### src/hw/rtl/text_console_char_writer_defines.svh
// ----------------------------------------------------------------------------
// text console char writer assertion macros
// shared property wrappers for the console writer checks
// ----------------------------------------------------------------------------
`ifndef TEXT_CONSOLE_CHAR_WRITER_DEFINES_SVH
`define TEXT_CONSOLE_CHAR_WRITER_DEFINES_SVH

// same-cycle implication, held off during reset
`define TCW_ASSERT_IMPL(label, clk, rst_n, ante, cons) \
  label: assert property (@(posedge clk) disable iff (!(rst_n)) (ante) |-> (cons)) \
    else $error("tcw assertion failed");

// next-cycle implication, held off during reset
`define TCW_ASSERT_NEXT(label, clk, rst_n, ante, cons) \
  label: assert property (@(posedge clk) disable iff (!(rst_n)) (ante) |=> (cons)) \
    else $error("tcw assertion failed");

`endif

### src/hw/rtl/tcw_pkg.sv
// ----------------------------------------------------------------------------
// tcw_pkg
// types and constants of the text console character writer
// ----------------------------------------------------------------------------
`timescale 1ns / 1ps
`default_nettype none

package tcw_pkg;

  localparam int COLS      = 80;
  localparam int ROWS      = 25;
  localparam int MEM_CELLS = 8192;

  localparam int ADDR_W = 13;
  localparam int DATA_W = 16;
  localparam int KIND_W = 3;
  localparam int COL_W  = $clog2(COLS + 1);
  localparam int ROW_W  = (ROWS > 2) ? $clog2(ROWS) : 1;
  localparam int CHK_W  = ADDR_W + 2;

  localparam int MAX_CMDS = 4;
  localparam int CNT_W    = $clog2(MAX_CMDS);
  localparam int QDEPTH   = 2;
  localparam int QPTR_W   = $clog2(QDEPTH);
  localparam int QCNT_W   = $clog2(QDEPTH + 1);

  localparam int CFG_AW = 3;
  localparam int CFG_DW = 32;

  localparam logic [KIND_W-1:0] OP_CELL   = 3'd0;
  localparam logic [KIND_W-1:0] OP_ROW    = 3'd1;
  localparam logic [KIND_W-1:0] OP_ALL    = 3'd2;
  localparam logic [KIND_W-1:0] OP_START  = 3'd3;
  localparam logic [KIND_W-1:0] OP_CURSOR = 3'd4;

  localparam logic [7:0] CH_NUL = 8'h00;
  localparam logic [7:0] CH_BEL = 8'h07;
  localparam logic [7:0] CH_BS  = 8'h08;
  localparam logic [7:0] CH_HT  = 8'h09;
  localparam logic [7:0] CH_LF  = 8'h0A;
  localparam logic [7:0] CH_VT  = 8'h0B;
  localparam logic [7:0] CH_FF  = 8'h0C;
  localparam logic [7:0] CH_CR  = 8'h0D;
  localparam logic [7:0] CH_DEL = 8'h7F;

  localparam logic [7:0]        ATTR_RESET  = 8'h07;
  localparam logic [DATA_W-1:0] ERASE_RESET = 16'h0720;

  // register indexes
  localparam logic REG_CHAR_ATTR  = 1'b0;
  localparam logic REG_ERASE_CELL = 1'b1;

  typedef enum logic [2:0] {
    CC_IGNORE,
    CC_BS,
    CC_DEL,
    CC_CR,
    CC_LF,
    CC_FF,
    CC_PRINT
  } char_class_t;

  typedef struct packed {
    logic [KIND_W-1:0] kind;
    logic [ADDR_W-1:0] addr;
    logic [DATA_W-1:0] data;
  } cmd_t;

  // commands caused by one input item, cnt is count minus one
  typedef struct packed {
    logic [CNT_W-1:0]       cnt;
    cmd_t [MAX_CMDS-1:0]    cmds;
  } bundle_t;

  typedef struct packed {
    logic full;
    logic valid;
  } q_stat_t;

endpackage

`default_nettype wire

### src/hw/rtl/tcw_if.sv
// ----------------------------------------------------------------------------
// tcw_in_if / tcw_out_if
// valid/ready channels of the text console character writer
// ----------------------------------------------------------------------------
`timescale 1ns / 1ps
`default_nettype none

interface tcw_in_if;
  logic       valid;
  logic       ready;
  logic       req_type;
  logic [7:0] char_code;

  modport source (output valid, output req_type, output char_code, input ready);
  modport sink   (input valid, input req_type, input char_code, output ready);
endinterface

interface tcw_out_if;
  logic                           valid;
  logic                           ready;
  logic [tcw_pkg::KIND_W-1:0]     op_kind;
  logic [tcw_pkg::ADDR_W-1:0]     cell_addr;
  logic [tcw_pkg::DATA_W-1:0]     cell_data;
  logic                           last;

  modport source (output valid, output op_kind, output cell_addr, output cell_data,
                  output last, input ready);
  modport sink   (input valid, input op_kind, input cell_addr, input cell_data,
                  input last, output ready);
endinterface

`default_nettype wire

### src/hw/rtl/tcw_front.sv
// ----------------------------------------------------------------------------
// tcw_front
// accepts console requests, updates cursor state and builds command bundles
// ----------------------------------------------------------------------------
`timescale 1ns / 1ps
`default_nettype none

module tcw_front (
  input  wire logic                          clk,
  input  wire logic                          rst_n,
  tcw_in_if.sink                             in_ch,
  input  wire logic [7:0]                    char_attr,
  input  wire logic [tcw_pkg::DATA_W-1:0]    erase_cell,
  input  wire tcw_pkg::q_stat_t              q_stat,
  output logic                               push,
  output tcw_pkg::bundle_t                   bundle
);

  localparam logic [tcw_pkg::ADDR_W-1:0] A_COLS = tcw_pkg::ADDR_W'(tcw_pkg::COLS);
  localparam logic [tcw_pkg::ADDR_W-1:0] A_SCRL =
    tcw_pkg::ADDR_W'(tcw_pkg::ROWS * tcw_pkg::COLS);
  localparam logic [tcw_pkg::CHK_W-1:0]  C_NEED =
    tcw_pkg::CHK_W'((tcw_pkg::ROWS + 1) * tcw_pkg::COLS);
  localparam logic [tcw_pkg::CHK_W-1:0]  C_MEM  = tcw_pkg::CHK_W'(tcw_pkg::MEM_CELLS);
  localparam logic [tcw_pkg::COL_W-1:0]  COL_END = tcw_pkg::COL_W'(tcw_pkg::COLS);
  localparam logic [tcw_pkg::ROW_W-1:0]  ROW_LAST = tcw_pkg::ROW_W'(tcw_pkg::ROWS - 1);

  logic [tcw_pkg::ADDR_W-1:0] ds_r, ds_nxt;
  logic [tcw_pkg::ADDR_W-1:0] cur_r, cur_nxt;
  logic [tcw_pkg::COL_W-1:0]  col_r, col_nxt;
  logic [tcw_pkg::ROW_W-1:0]  row_r, row_nxt;

  tcw_pkg::char_class_t       cls;
  logic                       wrap;
  logic                       nl_do;
  logic                       last_row;
  logic                       scroll;
  logic [tcw_pkg::ADDR_W-1:0] nl_base;
  logic [tcw_pkg::ADDR_W-1:0] nl_cur;
  logic [tcw_pkg::ADDR_W-1:0] nl_ds;
  logic [tcw_pkg::ROW_W-1:0]  nl_row;
  logic [tcw_pkg::ADDR_W-1:0] col_a;
  logic [2:0]                 n;

  assign in_ch.ready = !q_stat.full;
  assign push        = in_ch.valid && !q_stat.full;

  always_comb begin
    case (in_ch.char_code)
      tcw_pkg::CH_NUL, tcw_pkg::CH_BEL, tcw_pkg::CH_HT, tcw_pkg::CH_VT: cls = tcw_pkg::CC_IGNORE;
      tcw_pkg::CH_BS:  cls = tcw_pkg::CC_BS;
      tcw_pkg::CH_DEL: cls = tcw_pkg::CC_DEL;
      tcw_pkg::CH_CR:  cls = tcw_pkg::CC_CR;
      tcw_pkg::CH_LF:  cls = tcw_pkg::CC_LF;
      tcw_pkg::CH_FF:  cls = tcw_pkg::CC_FF;
      default:         cls = tcw_pkg::CC_PRINT;
    endcase
  end

  // newline shared by line feed, form feed and a pending wrap
  assign wrap     = (cls == tcw_pkg::CC_PRINT) && (col_r == COL_END);
  assign nl_do    = wrap || (cls == tcw_pkg::CC_LF) || (cls == tcw_pkg::CC_FF);
  assign nl_base  = wrap ? (cur_r - A_COLS) : cur_r;
  assign last_row = (row_r == ROW_LAST);
  assign scroll   = last_row && ((tcw_pkg::CHK_W'(ds_r) + C_NEED) <= C_MEM);
  assign nl_cur   = (!last_row || scroll) ? (nl_base + A_COLS) : nl_base;
  assign nl_ds    = scroll ? (ds_r + A_COLS) : ds_r;
  assign nl_row   = last_row ? row_r : (row_r + tcw_pkg::ROW_W'(1));
  assign col_a    = tcw_pkg::ADDR_W'(col_r);

  always_comb begin
    ds_nxt      = ds_r;
    cur_nxt     = cur_r;
    col_nxt     = col_r;
    row_nxt     = row_r;
    bundle.cmds = '0;
    n           = 3'd0;
    if (in_ch.req_type) begin
      ds_nxt  = '0;
      cur_nxt = '0;
      col_nxt = '0;
      row_nxt = '0;
      bundle.cmds[0] = '{tcw_pkg::OP_CURSOR, '0, '0};
      bundle.cmds[1] = '{tcw_pkg::OP_START, '0, '0};
      bundle.cmds[2] = '{tcw_pkg::OP_ALL, '0, erase_cell};
      n = 3'd3;
    end else begin
      if (nl_do) begin
        row_nxt = nl_row;
        ds_nxt  = nl_ds;
        cur_nxt = nl_cur;
        if (last_row) begin
          if (scroll) begin
            bundle.cmds[n[1:0]] = '{tcw_pkg::OP_ROW, ds_r + A_SCRL, erase_cell};
            n = n + 3'd1;
          end
          bundle.cmds[n[1:0]] = '{tcw_pkg::OP_START, nl_ds, '0};
          n = n + 3'd1;
        end
      end
      case (cls)
        tcw_pkg::CC_BS: begin
          if (col_r != '0) begin
            col_nxt = col_r - tcw_pkg::COL_W'(1);
            cur_nxt = cur_r - tcw_pkg::ADDR_W'(1);
            bundle.cmds[n[1:0]] = '{tcw_pkg::OP_CELL, cur_nxt, erase_cell};
            n = n + 3'd1;
          end
        end
        tcw_pkg::CC_DEL: begin
          bundle.cmds[n[1:0]] = '{tcw_pkg::OP_CELL, cur_r, erase_cell};
          n = n + 3'd1;
        end
        tcw_pkg::CC_CR: begin
          cur_nxt = cur_r - col_a;
          col_nxt = '0;
        end
        tcw_pkg::CC_LF: begin
          cur_nxt = nl_cur - col_a;
          col_nxt = '0;
        end
        tcw_pkg::CC_PRINT: begin
          bundle.cmds[n[1:0]] = '{tcw_pkg::OP_CELL, cur_nxt, {char_attr, in_ch.char_code}};
          n = n + 3'd1;
          cur_nxt = cur_nxt + tcw_pkg::ADDR_W'(1);
          col_nxt = (wrap ? '0 : col_r) + tcw_pkg::COL_W'(1);
        end
        default: begin
        end
      endcase
      bundle.cmds[n[1:0]] = '{tcw_pkg::OP_CURSOR, cur_nxt, '0};
      n = n + 3'd1;
    end
    bundle.cnt = tcw_pkg::CNT_W'(n - 3'd1);
  end

  always_ff @(posedge clk) begin
    if (!rst_n) begin
      ds_r  <= '0;
      cur_r <= '0;
      col_r <= '0;
      row_r <= '0;
    end else if (push) begin
      ds_r  <= ds_nxt;
      cur_r <= cur_nxt;
      col_r <= col_nxt;
      row_r <= row_nxt;
    end
  end

endmodule

`default_nettype wire

### src/hw/rtl/tcw_queue.sv
// ----------------------------------------------------------------------------
// tcw_queue
// short bundle queue between the front and back ends
// ----------------------------------------------------------------------------
`timescale 1ns / 1ps
`default_nettype none

module tcw_queue (
  input  wire logic                   clk,
  input  wire logic                   rst_n,
  input  wire logic                   push,
  input  wire tcw_pkg::bundle_t       wr_bundle,
  input  wire logic                   pop,
  output tcw_pkg::bundle_t            head,
  output tcw_pkg::q_stat_t            stat
);

  tcw_pkg::bundle_t [tcw_pkg::QDEPTH-1:0] mem_r;
  logic [tcw_pkg::QPTR_W-1:0] wr_ptr_r;
  logic [tcw_pkg::QPTR_W-1:0] rd_ptr_r;
  logic [tcw_pkg::QCNT_W-1:0] cnt_r;

  assign head       = mem_r[rd_ptr_r];
  assign stat.full  = (cnt_r == tcw_pkg::QCNT_W'(tcw_pkg::QDEPTH));
  assign stat.valid = (cnt_r != '0);

  always_ff @(posedge clk) begin
    if (push) begin
      mem_r[wr_ptr_r] <= wr_bundle;
    end
  end

  always_ff @(posedge clk) begin
    if (!rst_n) begin
      wr_ptr_r <= '0;
      rd_ptr_r <= '0;
      cnt_r    <= '0;
    end else begin
      if (push) begin
        wr_ptr_r <= (wr_ptr_r == tcw_pkg::QPTR_W'(tcw_pkg::QDEPTH - 1)) ? '0
                    : wr_ptr_r + tcw_pkg::QPTR_W'(1);
      end
      if (pop) begin
        rd_ptr_r <= (rd_ptr_r == tcw_pkg::QPTR_W'(tcw_pkg::QDEPTH - 1)) ? '0
                    : rd_ptr_r + tcw_pkg::QPTR_W'(1);
      end
      case ({push, pop})
        2'b10:   cnt_r <= cnt_r + tcw_pkg::QCNT_W'(1);
        2'b01:   cnt_r <= cnt_r - tcw_pkg::QCNT_W'(1);
        default: cnt_r <= cnt_r;
      endcase
    end
  end

endmodule

`default_nettype wire

### src/hw/rtl/tcw_back.sv
// ----------------------------------------------------------------------------
// tcw_back
// issues the commands of each queued bundle, one per cycle while the output is not stalled, into an output register
// ----------------------------------------------------------------------------
`timescale 1ns / 1ps
`default_nettype none

module tcw_back (
  input  wire logic                   clk,
  input  wire logic                   rst_n,
  input  wire tcw_pkg::bundle_t       head,
  input  wire tcw_pkg::q_stat_t       q_stat,
  output logic                        pop,
  tcw_out_if.source                   out_ch
);

  logic [tcw_pkg::CNT_W-1:0]  idx_r, idx_nxt;
  logic                       valid_r, valid_nxt;
  logic [tcw_pkg::KIND_W-1:0] kind_r;
  logic [tcw_pkg::ADDR_W-1:0] addr_r;
  logic [tcw_pkg::DATA_W-1:0] data_r;
  logic                       last_r;
  logic                       load;
  logic                       at_end;
  tcw_pkg::cmd_t              cur_cmd;

  assign load    = !valid_r || out_ch.ready;
  assign cur_cmd = head.cmds[idx_r];
  assign at_end  = (idx_r == head.cnt);
  assign pop     = load && q_stat.valid && at_end;

  always_comb begin
    idx_nxt   = idx_r;
    valid_nxt = valid_r;
    if (load) begin
      valid_nxt = q_stat.valid;
      if (q_stat.valid) begin
        idx_nxt = at_end ? '0 : idx_r + tcw_pkg::CNT_W'(1);
      end
    end
  end

  always_ff @(posedge clk) begin
    if (!rst_n) begin
      idx_r   <= '0;
      valid_r <= 1'b0;
    end else begin
      idx_r   <= idx_nxt;
      valid_r <= valid_nxt;
    end
  end

  always_ff @(posedge clk) begin
    if (load && q_stat.valid) begin
      kind_r <= cur_cmd.kind;
      addr_r <= cur_cmd.addr;
      data_r <= cur_cmd.data;
      last_r <= at_end;
    end
  end

  assign out_ch.valid     = valid_r;
  assign out_ch.op_kind   = kind_r;
  assign out_ch.cell_addr = addr_r;
  assign out_ch.cell_data = data_r;
  assign out_ch.last      = last_r;

endmodule

`default_nettype wire

### src/hw/rtl/text_console_char_writer.sv
// ----------------------------------------------------------------------------
// text_console_char_writer
// text-mode console controller emitting video memory and crt commands
// ----------------------------------------------------------------------------
// A request is taken whenever the two-entry bundle queue has room;
// the front end updates display start, cursor, column and row at that transfer.
// Commands leave the output register at one per cycle while the output is ready
// and work is queued. An item makes 2 commands for a printable character, 1 to 2
// for control characters, 2 to 4 when a newline reaches the last row, 3 for a
// clear. The back-end command issue sets the sustained rate. char_attr sits at
// byte address 0 and erase_cell at 4; write them only while the block is idle.
`timescale 1ns / 1ps
`default_nettype none

`include "text_console_char_writer_defines.svh"

module text_console_char_writer (
  input  wire logic                        clk,
  input  wire logic                        rst_n,
  tcw_in_if.sink                           in_ch,
  tcw_out_if.source                        out_ch,
  input  wire logic                        cfg_psel,
  input  wire logic                        cfg_penable,
  input  wire logic                        cfg_pwrite,
  input  wire logic [tcw_pkg::CFG_AW-1:0]  cfg_paddr,
  input  wire logic [tcw_pkg::CFG_DW-1:0]  cfg_pwdata,
  output logic [tcw_pkg::CFG_DW-1:0]       cfg_prdata,
  output logic                             cfg_pready
);

  logic [7:0]                 char_attr_r;
  logic [tcw_pkg::DATA_W-1:0] erase_cell_r;
  logic                       cfg_wr;

  logic                       push;
  logic                       pop;
  tcw_pkg::bundle_t           wr_bundle;
  tcw_pkg::bundle_t           head;
  tcw_pkg::q_stat_t           q_stat;

  logic                       in_xfer;
  logic                       out_fill_all;
  logic                       out_ends_item;
  logic                       out_last_ok;

  assign cfg_pready = 1'b1;
  assign cfg_wr     = cfg_psel && cfg_penable && cfg_pwrite;

  always_ff @(posedge clk) begin
    if (!rst_n) begin
      char_attr_r  <= tcw_pkg::ATTR_RESET;
      erase_cell_r <= tcw_pkg::ERASE_RESET;
    end else if (cfg_wr) begin
      case (cfg_paddr[2])
        tcw_pkg::REG_CHAR_ATTR:  char_attr_r  <= cfg_pwdata[7:0];
        tcw_pkg::REG_ERASE_CELL: erase_cell_r <= cfg_pwdata[tcw_pkg::DATA_W-1:0];
        default: begin
        end
      endcase
    end
  end

  always_comb begin
    case (cfg_paddr[2])
      tcw_pkg::REG_CHAR_ATTR:  cfg_prdata = tcw_pkg::CFG_DW'(char_attr_r);
      tcw_pkg::REG_ERASE_CELL: cfg_prdata = tcw_pkg::CFG_DW'(erase_cell_r);
      default:                 cfg_prdata = '0;
    endcase
  end

  tcw_front u_front (
    .clk        (clk),
    .rst_n      (rst_n),
    .in_ch      (in_ch),
    .char_attr  (char_attr_r),
    .erase_cell (erase_cell_r),
    .q_stat     (q_stat),
    .push       (push),
    .bundle     (wr_bundle)
  );

  tcw_queue u_queue (
    .clk       (clk),
    .rst_n     (rst_n),
    .push      (push),
    .wr_bundle (wr_bundle),
    .pop       (pop),
    .head      (head),
    .stat      (q_stat)
  );

  tcw_back u_back (
    .clk    (clk),
    .rst_n  (rst_n),
    .head   (head),
    .q_stat (q_stat),
    .pop    (pop),
    .out_ch (out_ch)
  );

  assign in_xfer       = in_ch.valid && in_ch.ready;
  assign out_fill_all  = out_ch.valid && (out_ch.op_kind == tcw_pkg::OP_ALL);
  assign out_ends_item = out_ch.valid && out_ch.last;
  assign out_last_ok   = (out_ch.op_kind == tcw_pkg::OP_CURSOR) ||
                         (out_ch.op_kind == tcw_pkg::OP_ALL);

  // a fill of all memory only ever closes a clear
  `TCW_ASSERT_IMPL(a_fill_all_last, clk, rst_n, out_fill_all, out_ch.last)
  // every item ends with a cursor update or the memory fill
  `TCW_ASSERT_IMPL(a_last_kind, clk, rst_n, out_ends_item, out_last_ok)
  // an accepted request leaves work queued
  `TCW_ASSERT_NEXT(a_push_queued, clk, rst_n, in_xfer, q_stat.valid)

endmodule

`default_nettype wire

### src/flat_wrapper.sv
// flat-port wrapper written by rule: the top's interface ports become plain ports
module text_console_char_writer_flat 
  (clk, rst_n, cfg_psel, cfg_penable, cfg_pwrite, cfg_paddr, cfg_pwdata, cfg_prdata, cfg_pready, in_ch_valid, in_ch_req_type, in_ch_char_code, in_ch_ready, out_ch_valid, out_ch_op_kind, out_ch_cell_addr, out_ch_cell_data, out_ch_last, out_ch_ready);
  tcw_in_if in_ch_i ();
  tcw_out_if out_ch_i ();
  input  wire logic clk;
  input  wire logic rst_n;
  input  wire logic cfg_psel;
  input  wire logic cfg_penable;
  input  wire logic cfg_pwrite;
  input  wire logic [tcw_pkg::CFG_AW-1:0] cfg_paddr;
  input  wire logic [tcw_pkg::CFG_DW-1:0] cfg_pwdata;
  output logic [tcw_pkg::CFG_DW-1:0] cfg_prdata;
  output logic cfg_pready;
  input wire logic [$bits(in_ch_i.valid)-1:0] in_ch_valid;
  input wire logic [$bits(in_ch_i.req_type)-1:0] in_ch_req_type;
  input wire logic [$bits(in_ch_i.char_code)-1:0] in_ch_char_code;
  output wire logic [$bits(in_ch_i.ready)-1:0] in_ch_ready;
  output wire logic [$bits(out_ch_i.valid)-1:0] out_ch_valid;
  output wire logic [$bits(out_ch_i.op_kind)-1:0] out_ch_op_kind;
  output wire logic [$bits(out_ch_i.cell_addr)-1:0] out_ch_cell_addr;
  output wire logic [$bits(out_ch_i.cell_data)-1:0] out_ch_cell_data;
  output wire logic [$bits(out_ch_i.last)-1:0] out_ch_last;
  input wire logic [$bits(out_ch_i.ready)-1:0] out_ch_ready;
  assign in_ch_i.valid = in_ch_valid;
  assign in_ch_i.req_type = in_ch_req_type;
  assign in_ch_i.char_code = in_ch_char_code;
  assign in_ch_ready = in_ch_i.ready;
  assign out_ch_valid = out_ch_i.valid;
  assign out_ch_op_kind = out_ch_i.op_kind;
  assign out_ch_cell_addr = out_ch_i.cell_addr;
  assign out_ch_cell_data = out_ch_i.cell_data;
  assign out_ch_last = out_ch_i.last;
  assign out_ch_i.ready = out_ch_ready;
  text_console_char_writer u_core (.clk(clk), .rst_n(rst_n), .in_ch(in_ch_i), .out_ch(out_ch_i), .cfg_psel(cfg_psel), .cfg_penable(cfg_penable), .cfg_pwrite(cfg_pwrite), .cfg_paddr(cfg_paddr), .cfg_pwdata(cfg_pwdata), .cfg_prdata(cfg_prdata), .cfg_pready(cfg_pready));
endmodule
### config.mk
export PLATFORM = sky130hd
export DESIGN_NAME = text_console_char_writer_flat
export DESIGN_NICKNAME = d
export VERILOG_FILES = /design/src/hw/rtl/tcw_pkg.sv /design/src/hw/rtl/tcw_if.sv /design/src/hw/rtl/tcw_front.sv /design/src/hw/rtl/tcw_queue.sv /design/src/hw/rtl/tcw_back.sv /design/src/hw/rtl/text_console_char_writer.sv /design/src/flat_wrapper.sv
export VERILOG_INCLUDE_DIRS = /design/src /design/src/hw/rtl
export SDC_FILE = /design/constraint.sdc
export NUM_CORES = 1
export LEC_CHECK = 0
export CORE_MARGIN = 5
export CORE_UTILIZATION = 24
export CTS_CLUSTER_DIAMETER = 100
export CTS_CLUSTER_SIZE = 20
export DETAILED_ROUTE_END_ITERATION = 7
export DONT_BUFFER_PORTS = 1
export GPL_TIMING_DRIVEN = 0
export PLACE_DENSITY_LB_ADDON = 0.3
export SLEW_MARGIN = 20
export SYNTH_ARGS = -nofsm -noshare
export SYNTH_HDL_FRONTEND = slang
export SYNTH_SLANG_ARGS = --single-unit
### constraint.sdc
create_clock -name clk -period 8.8 [get_ports clk]
set_input_delay 0.88 -clock clk [delete_from_list [all_inputs] [get_ports clk]]
set_output_delay 0.88 -clock clk [all_outputs]
set_load 0.02 [all_outputs]
==> qor_table.md <==
| Step | Quantity | Reported |
|:---|:---|:---|
| final layout | # diodes | 0 |
| floorplanning | Die outline width | 286.0 µm |
| detailed routing | Total wire length after detailed routing | 59390 µm |
| critical path | Crit Path Max Fanout | 10 |
| run status | Status | finished clean |
| clock network | CTS tree | built |
| clock network | Resized Gates After CTS | 0 |
| sta | Measured slew at the worst slew-check pin | 1.092 ns |
| power | Power density of the placed cells | 217.0 nW/µm² |
| run | Total of max-cap violations | 0 |
| placement | Global placer's final weighted congestion | 0.9271 |
| logic synthesis | Netlist cell types | 85 |
| sta | Worst hold slack across all endpoints | 0.4196 ns |
| sta | Clock skew after layout | 0.01861 ns |
| sta | Max Fclk | 0.1593 GHz |
| detailed routing | DRC Markers | 0 |
| critical path | Sort of element at the end of the critical path | flop |
| power | Peak supply drop | 0.1140 mV |
| clock network | Clock edge transition at the registers on the reported setup and hold paths | 0.09 ns |
| sta | Period utilization | 71.32% |
| clock network | Later-pin clock latency in the skew report | 0.56 ns |
| logic synthesis | Biggest area consumer among synthesized cells | sky130_fd_sc_hd__edfxtp_1 |
| logic synthesis | Count of mapped cells out of synthesis | 1565 |
| floorplanning | Full die area | 81780 µm² |
| sta | RSZ-0062 raised after global routing | false |
| global route | Global-route wire length before repair | 87940 µm |
| global route | Number of global-route vias before repair | 12.94k |
| logic synthesis | Share of synthesized flip-flops with an asynchronous set or reset | 0% |
| logic synthesis | Main area contributors after synthesis | sky130_fd_sc_hd__edfxtp_1 47%, sky130_fd_sc_hd__mux4_2 7.5%, sky130_fd_sc_hd__dfxtp_1 7.1% |
| clock network | Total number of H-tree levels | 1 |
| sta | Summed negative setup slack over all endpoints | 0 ns |
| detailed routing | Iter 0 DRT Violations | 1159 |
| detailed routing | Post-DR vias/cell | 4.966 |
| floorplanning | Site row count | 101 |
| logic synthesis | Sequential-to-total area share from yosys stat | 53.94% |
| critical path | CP Launch Type | flop |
| logic synthesis | Portion of synthesized cell area occupied by the leading cell type | 46.82% |
| logic synthesis | Number of enable-type register cells in the synthesized netlist | 285 |
| floorplanning | I/O Pins | 119 |
| detailed routing | Number of vias in the routed layout | 13.10k |
| sta | Final setup violating endpoints | 0 |
| final layout | Area growth from synthesis to final layout | 13.01% |
| clock network | Number of buffers on the longest clock path | 3 |
| sta | Final Hold Viols | 0 |
| global route | Antenna violations before repair | 0 |
| logic synthesis | Number of storage elements in the synthesis netlist | 350 |
| floorplanning | Starting Density | 24.15% |
| clock network | CTS root buffer | sky130_fd_sc_hd__clkbuf_16 |
| placement | Count of buffers from port buffering | 0 |
| logic synthesis | Most repeated cell in the gate-level netlist after synthesis | sky130_fd_sc_hd__edfxtp_1 |
| worst hold path | Path category of the worst min-delay check | in -> reg |
| clock network | Inserted Clock Buffers | 23 |
| global route | Total overflow reported by the global router | 0 |
| final layout | Fin nets | 1724 |
| logic synthesis | Synth top cells by count | 285 x sky130_fd_sc_hd__edfxtp_1, 154 x sky130_fd_sc_hd__nor2_1, 133 x sky130_fd_sc_hd__nand2_1, 83 x sky130_fd_sc_hd__a21oi_1, 83 x sky130_fd_sc_hd__clkbuf_1 |
| clock network | Hold-fix buffers at CTS | 0 |
| logic synthesis | Most instantiated flip-flop cell in the synthesis netlist | sky130_fd_sc_hd__edfxtp_1 |
| placement | Half-perimeter wire length after placement | 45470 µm |
| sta | Relative slew slack | 27.23% |
| detailed routing | Number of detailed-routing iterations run before antenna repair | 6 |
| global route | Global Route Usage Sum | 14.03% |
| logic synthesis | Yosys warning total | 0 |
| sta | Post-route minimum period | 6.276 ns |
| logic synthesis | Average size of a mapped cell | 11.68 µm² |
| clock network | Post-CTS setup repair buffer count | 0 |
| critical path | Classification of the worst setup path | reg -> reg |
| clock network | Clock net sink count | 350 |
| logic synthesis | Post-synthesis instance area | 18280 µm² |
| critical path | Required time reported for the critical path endpoint | 9.18 ns |
| floorplanning | Placeable Area | 75700 µm² |
| power | Static Leakage | 6.628 nW |
| sta | Final count of pins violating max slew | 0 |
| detailed routing | Routed wirelength normalized by instance count | 22.51 µm |
| detailed routing | Post-DRT Antenna Nets | 0 |
| final layout | Layout cell share with drive strength beyond 1 | 12.47% |
| floorplanning | Die Ht | 286.0 µm |
| critical path | Data arrival time of the critical path | 6.65 ns |
| global route | Largest net degree at the start of global routing | 54 |
==> cell usage in the layout (no fill, tap or decap), drive strengths merged, types with 25 or more instances in the layout <==
master | Yosys | layout
edfxtp | 285 | 285
nor2 | 154 | 154
nand2 | 133 | 133
clkbuf | 83 | 119
a21oi | 83 | 83
o21ai | 73 | 73
dfxtp | 65 | 65
mux4 | 61 | 61
conb | 2 | 49
xnor2 | 46 | 46
buf | 38 | 44
mux2 | 41 | 41
inv | 36 | 39
a21boi | 31 | 31
nor3 | 31 | 31
a22oi | 30 | 30
nand3 | 28 | 28
ha | 25 | 25
==> power by group <==
part / switching (mW) / total [mW] / internal [mW]
clock network: 0.581 / 1.08 / 0.498
registers: 0.213 / 2.33 / 2.12
logic: 0.603 / 1.07 / 0.471
==> flip-flops by register name, summed over array words and instances, names as in the netlist, 2 cells and up <==
| register | count |
|---|---|
| u_core.u_queue.mem_r | 252 |
| u_core.erase_cell_r | 16 |
| u_core.u_back.out_ch.cell_data | 16 |
| u_core.u_back.out_ch.cell_addr | 13 |
| u_core.u_front.cur_r | 13 |
| u_core.u_front.ds_r | 9 |
| u_core.char_attr_r | 8 |
| u_core.u_front.col_r | 7 |
| u_core.u_front.row_r | 5 |
| u_core.u_back.out_ch.op_kind | 3 |
| u_core.u_back.idx_r | 2 |
| u_core.u_queue.cnt_r | 2 |
==> metrics by stage <==
stage | worst slack (ns) | instance area, µm² | total power [mW] | instances | utilization (%)
5_1_grt | 2.277 | 20660 | 4.720 | 2638 | 27.29
6_report | 2.524 | 20660 | 4.484 | 2638 | 27.29
3_5_place_dp | 2.303 | 19970 | 3.482 | 2600 | 26.39
2_1_floorplan | 1.353 | 18460 | 3.059 | 1612 | -
4_1_cts | 2.635 | 20650 | 4.570 | 2638 | 27.28
3_3_place_gp | -2.477 | 19680 | 3.443 | 2590 | 26.00
==> critical path: stages, from the launching register on <==
cell and delay, ns:
sky130_fd_sc_hd__dfxtp_1 0.36, sky130_fd_sc_hd__inv_1 0.21, sky130_fd_sc_hd__ha_1 0.25, sky130_fd_sc_hd__or4b_4 0.49, sky130_fd_sc_hd__nor3_2 0.42, sky130_fd_sc_hd__nand3_2 0.35, sky130_fd_sc_hd__nand2_1 0.32, sky130_fd_sc_hd__clkbuf_1 0.49
sky130_fd_sc_hd__nand2_1 0.41, sky130_fd_sc_hd__nor2_1 0.39, sky130_fd_sc_hd__xnor2_1 0.24, sky130_fd_sc_hd__ha_1 0.24, sky130_fd_sc_hd__clkbuf_1 0.26, sky130_fd_sc_hd__nor4_2 0.80, sky130_fd_sc_hd__clkbuf_1 0.49, sky130_fd_sc_hd__a32o_1 0.36
==> worst paths after layout <==
kind                                    to  slack (ns)               startpoint  depth (start not counted)
setup / recovery  u_core.u_queue.mem_r[78]        2.52  u_core.u_front.col_r[1]                         15
hold / removal    u_core.u_queue.mem_r[94]        0.42           in_ch_req_type                          0
setup reg to reg  u_core.u_queue.mem_r[78]        2.52  u_core.u_front.col_r[1]                         15
hold reg to reg      u_core.char_attr_r[2]        0.53    u_core.char_attr_r[2]                          2
==> final cells by class <==
| cell class | count | area (µm²) |
|---|---|---|
| clock buffer | 32 | 609.3 |
| timing repair buffer | 10 | 255.2 |
| tap | 978 | 1224 |
| buffer | 122 | 586.8 |
| sequential | 350 | 9859 |
| inverter | 36 | 135.1 |
| multi-input combinational | 1104 | 7918 |
| fill | 7764 | 55040 |
| clock inverter | 6 | 70.07 |
==> per-layer routing <==
metal	GRT usage (%)	wire length (µm)	up-vias
met2	22.46	27280	409
met3	2.191	3504	60
met5	0	0	-
li1	-	-	6023
met1	20.35	27610	6609
met4	2.557	996	0
==> cell families (layout without fill, tap and decap cells) <==
group | count (synthesis) | count (layout) | synth area share, %
AND/OR/NAND/NOR | 484 | 484 | 12.78
other | 2 | 49 | 0.04109
multiplexers | 116 | 116 | 10.81
buffers and inverters | 158 | 206 | 3.922
XOR/XNOR | 67 | 67 | 3.251
flip-flops | 350 | 350 | 53.94
AO/OA/AOI/OAI | 362 | 362 | 13.44
adder cells (fa/ha/maj) | 26 | 26 | 1.821
(Power assumes the default switching activity.)
